File: config.mk
export PLATFORM = sky130hd
export DESIGN_NAME = wbps_ctrl
export DESIGN_NICKNAME = d
export VERILOG_FILES = /design/src/sv/wbps_pkg.sv /design/src/sv/wbps_ctrl.sv
export SDC_FILE = /design/constraint.sdc
export NUM_CORES = 1
export LEC_CHECK = 0
export ABC_AREA = 0
export BUFFER_PORTS_ARGS = -buffer_cell sky130_fd_sc_hd__buf_2
export CAP_MARGIN = 10
export CORE_AREA = 2 2 39 41
export CTS_BUF_LIST = sky130_fd_sc_hd__clkbuf_8 sky130_fd_sc_hd__clkbuf_16
export DETAILED_ROUTE_END_ITERATION = 10
export DIE_AREA = 0 0 41 43
export PLACE_DENSITY = 0.41
export SKIP_LAST_GASP = 1
export SLEW_MARGIN = 5
export SYNTH_ARGS = -nofsm -noshare
export SYNTH_HDL_FRONTEND = slang
export SYNTH_SLANG_ARGS = --single-unit
File: constraint.sdc
create_clock -name clock -period 3.5 [get_ports clock]
set_clock_uncertainty 0.1 [all_clocks]
set_input_delay 0.175 -clock clock [delete_from_list [all_inputs] [get_ports clock]]
set_output_delay 0.175 -clock clock [all_outputs]
set_load 0.02 [all_outputs]
File: src/sv/wbps_pkg.sv
// Shared types, codes and constants of the wildcard byte pattern scanner.
package wbps_pkg;

   localparam int PATTERN_MAX_DEF = 1024;

   localparam logic MODE_PATTERN = 1'b0;
   localparam logic MODE_DATA    = 1'b1;

   typedef enum logic [1:0] {
      STATUS_FOUND = 2'd0,
      STATUS_NONE  = 2'd1,
      STATUS_EMPTY = 2'd2
   } status_type;

   typedef struct packed {
      logic       mode;
      logic [7:0] byte_value;
      logic       wildcard_req;
      logic       first;
      logic       last;
   } req_type;

   typedef struct packed {
      status_type  status;
      logic [31:0] match_offset;
   } rsp_type;

   typedef struct packed {
      logic       pat_write;
      logic       data_take;
      logic       scan_step;
      logic       scan_stop;
      logic       emit;
      status_type code;
   } cmd_type;

   typedef struct packed {
      logic take_skip;
      logic take_empty;
      logic take_cmp;
      logic take_last;
      logic scan_end;
      logic scan_hit;
      logic last;
      logic out_free;
   } stat_type;

endpackage

File: src/sv/wbps_ctrl.sv
// Controller state machine of the scanner: request intake, compare loop and result handoff.
module wbps_ctrl (
   input  logic               clock,
   input  logic               reset,
   input  logic               req_valid,
   output logic               req_stall,
   input  logic               req_mode,
   input  wbps_pkg::stat_type  stat,
   output wbps_pkg::cmd_type   cmd
);
   import wbps_pkg::*;

   typedef enum logic [1:0] {
      ST_IDLE,
      ST_SCAN,
      ST_EMIT
   } state_type;

   state_type  state_ff, state_in;
   status_type code_ff, code_in;
   logic       take;

   always_comb begin
      take      = req_valid && (state_ff == ST_IDLE);
      state_in  = state_ff;
      code_in   = code_ff;
      cmd       = '0;
      cmd.code  = code_ff;
      unique case (state_ff)
         ST_IDLE: begin
            if (take) begin
               if (req_mode == MODE_PATTERN) begin
                  cmd.pat_write = 1'b1;
               end else begin
                  cmd.data_take = 1'b1;
                  if (stat.take_skip) begin
                     state_in = ST_IDLE;
                  end else if (stat.take_empty) begin
                     code_in  = STATUS_EMPTY;
                     state_in = ST_EMIT;
                  end else if (stat.take_cmp) begin
                     state_in = ST_SCAN;
                  end else if (stat.take_last) begin
                     code_in  = STATUS_NONE;
                     state_in = ST_EMIT;
                  end
               end
            end
         end
         ST_SCAN: begin
            cmd.scan_step = 1'b1;
            if (stat.scan_end) begin
               cmd.scan_stop = 1'b1;
               if (stat.scan_hit) begin
                  code_in  = STATUS_FOUND;
                  state_in = ST_EMIT;
               end else if (stat.last) begin
                  code_in  = STATUS_NONE;
                  state_in = ST_EMIT;
               end else begin
                  state_in = ST_IDLE;
               end
            end
         end
         ST_EMIT: begin
            if (stat.out_free) begin
               cmd.emit = 1'b1;
               state_in = ST_IDLE;
            end
         end
         default: begin
            state_in = ST_IDLE;
         end
      endcase
   end

   always_ff @(posedge clock) begin
      if (reset) begin
         state_ff <= ST_IDLE;
      end else begin
         state_ff <= state_in;
      end
      code_ff <= code_in;
   end

   assign req_stall = (state_ff != ST_IDLE);

endmodule

======== Word-level counts from Yosys, hierarchy flattened ========
Cells that the tools add are included.
cells by class
  muxes and demuxes ....................... 29
  equal/unequal tests ..................... 11
  reductions and logical operators ........ 6
operator list
  kind                                                                    count
  2-bit 2-to-1 mux                                                        22
  2-bit != test (second input constant)                                   5
  3-bit != test (second input constant)                                   3
  8-bit AND reduction                                                     1
  2-bit case mux with 3 select lines                                      1
  1-bit 2-to-1 mux                                                        5
  5-bit != test (second input constant)                                   1
  5-bit AND reduction                                                     1
  2-bit case mux with 2 select lines                                      1
  2-bit nonzero test                                                      2
  2-bit by 1-bit equality test with 1-bit output (second input constant)  1
  2-bit equality test (second input constant)                             1
  2-bit zero test                                                         1
  1-bit logical AND                                                       1
word-level totals
  bits of input ports ..................... 12
  register bits after elaboration ......... 4
  logic and storage cells ................. 48
  output and inout port bits .............. 8

======== Longest topological paths before layout ========
  depth after elaboration ................. 7
  gate-level depth with buffers ........... 3
  gate-level depth less buffers ........... 3

======== Least setup slack after synthesis ========
OpenSTA, ideal clock, no wires.
  path type ............................... reg-to-output
  from .................................... register state_ff[0]
  to ...................................... output port cmd[3] (netlist name)
  arrival time ............................ 1,119 ps
  path buffers ............................ 0
  path slack .............................. 2,106 ps
  data required time ...................... 3,225 ps
  stages on the path, launching flop included .. 3
  cells stage by stage .................... dfxtp_1 > nor2b_1 > and2_1
RTL lines
  item                      line             RTL
  start: declaration        wbps_ctrl.sv:19  state_type state_ff, state_in;
  start signal: assignment  wbps_ctrl.sv:81  state_ff <= state_in;
  end: declaration          wbps_ctrl.sv:9   output wbps_pkg::cmd_type cmd

==> results.ini <==
[yosys]
ys_top_cells_by_area=edfxtp_1 25%, dfxtp_1 17%, nor2_1 6.3%
syn_avg_cell_area_um2=8.90
yosys.area_share.simple=0.339
ys_ff_latch=4
synth_warnings=0
synth.largest_area_cell=edfxtp_1
synth_nets=39
netlist_instances=27
synth-adder-area-share=0
synth_top_family_by_area=simple AND/OR/NAND/NOR gates
synth_top_area_share=0.250
synthMuxAreaShare=0
seq_area_frac_synth=0.417
ys_types=17
synth_compound_area_frac=0.198
synth-xor-area-share=0
synth_area_um2=240

[setup_path]
crit_path_max_fanout=7
cp_data_arrival_time_ps=1190
crit_path_start_kind=flip-flop
max_stage_delay_ps=410
path_cells=nor2b_1 > and2_1 > buf_2
cp.buffers_inverters=1
endpoint_kind=output port
path_class=reg -> out
required_ps=3220
r2r_start=state_ff[0]
ff2ff_path_depth=3
r2r-end=code_ff[0]
crit_slowest_cell=dfxtp_1
critical_path.top_delay_family=simple AND/OR/NAND/NOR gates
r2r_slack_ps=2140

[sta]
drv_slew=0
setup_viol=0
post-route-period-util=0.418
slew_headroom=0.858
tns_ps=0
worst_pin_slew_ps=212
fmax_mhz=684
grt_setup_unrepaired=no
hold_violations=0
period_minus_slack_ps=1460

[routing]
ant_nets=0
drtPass1Iterations=4
wl_per_cell_um=9.09
totalWireLength_um=600
num_vias=264
drc_errors=0
drt-vias-per-instance=4.00
drtIter0Drc=3

[cts]
cts_root_buf=clkbuf_8
holdBufCountCts=0
post_cts_buffers=0
insertion_delay_ps=210
clk_path_buf_depth=2
numCtsBuffers=3
cts.clk_slew.worst_paths_ps=30
cts.htree.levels=1
clock_sinks=4
cts_tree=done
post_cts_resized=0

[floorplanning]
fp.dieArea_um2=1760
dieHeight_um=43
start_util=0.174
ios=20
fp.dieW_um=41
core_um2=1380
row_count=14

[flow_run]
drv_cap=0

[power]
powerDensity_nw_per_um2=430
power_mw=0.172
ir_drop_mv=0.169
p_leak_nw=0.221

[global_routing]
grt.total_usage=0.0794
grt_pass1_vias=256
gr-total-overflow=0
grt_max_degree=8
antenna_found_initial=0
grt_pass1_wl_um=903

[worst_hold_path]
worstHoldPathType=in -> reg
hold_depth=3
whs_endpoint=state_ff[0]
holdCritStartpoint=stat[5]

[finish]
drive_gt1_frac=0.480
diodes=0
fin_nets=63
area_growth_pct=66.7

[place]
gp_congestion=0.683
portBuffers=19

[outcome]
status=completed

==> metrics by stage <==
stage / hold slack (ps) / cell area, µm² / setup WS [ps] / instances / utilization
floorplan: 240 / 240 / 2110 / 27 / -
global placement: 385 / 355 / 2170 / 62 / 0.257
detailed placement: 361 / 355 / 2140 / 62 / 0.257
CTS: 151 / 400 / 2010 / 66 / 0.289
global route: 170 / 400 / 1940 / 66 / 0.289
finish: 147 / 400 / 2040 / 66 / 0.289
==> tightest hold or removal path, cell delays in order <==
cell,delay (ps)
buf_2,90
a32oi_1,80
nor2_1,80
==> registers in the layout, indices dropped and copies added, names as in the netlist <==
name      cells
code_ff       2
state_ff      2
==> where the power goes <==
| group | switching (mW) | internal [mW] |
|---|---|---|
| Clock | 0.0242 | 0.0748 |
| Combinational | 0.0115 | 0.0100 |
| Sequential | 0.000872 | 0.0509 |
| Total | 0.0366 | 0.136 |
==> cell usage after synthesis, drive strengths merged <==
cell type	number
a21oi	2
a32oi	1
and2	1
and3	1
and3b	1
and4bb	1
dfxtp	2
edfxtp	2
inv	3
nand2	1
nor2	4
nor2b	2
o211ai	1
o21ai	2
o21bai	1
or2	1
or4b	1
==> area by class of cell <==
type,instances,area (µm²)
Multi-Input combinational cell,20,129
Inverter,3,11.3
Fill cell,153,983
Tap cell,16,20.0
Sequential cell,4,100
Clock buffer,3,41.3
Timing Repair Buffer,19,95.1
Clock inverter,1,3.75
==> worst max path at each step <==
stage | from | to | slack, ps | cells after the start
CTS | state_ff[0] | cmd[3] | 2010 | 3
floorplan | state_ff[0] | cmd[3] | 2110 | 2
global placement | state_ff[0] | code_ff[0] | 2170 | 3
detailed placement | state_ff[0] | code_ff[0] | 2140 | 3
global route | state_ff[0] | cmd[3] | 1940 | 3
finish | state_ff[0] | cmd[3] | 2040 | 3
==> logic make-up (layout without fill, tap and decap cells) <==
| logic type | Yosys count | in the layout |
|---|---|---|
| compound gates | 7 | 7 |
| buf+inv | 3 | 26 |
| flops | 4 | 4 |
| simple gates | 13 | 13 |
==> placed cells by master, fill, tap and decap left out <==
master,n
and3_1,1
a32oi_1,1
or4b_1,1
inv_1,4
a21oi_1,2
edfxtp_1,2
o211ai_1,1
dfxtp_1,2
and4bb_1,1
o21ai_1,2
or2_2,1
clkbuf_8,3
and2_1,1
nor2_1,4
buf_2,19
o21bai_2,1
nor2b_1,2
and3b_1,1
nand2_1,1
==> routing by layer <==
layer / GRT usage / routed length (µm) / vias up / part of all wire
met5: 0 / 0 / - / 0
met4: 0.0600 / 0 / 0 / 0
met3: 0.0471 / 52 / 0 / 0.087
met2: 0.109 / 288 / 13 / 0.48
met1: 0.0839 / 259 / 109 / 0.43
li1: - / - / 142 / -
Note: power is estimated with default switching activity, not from simulation.
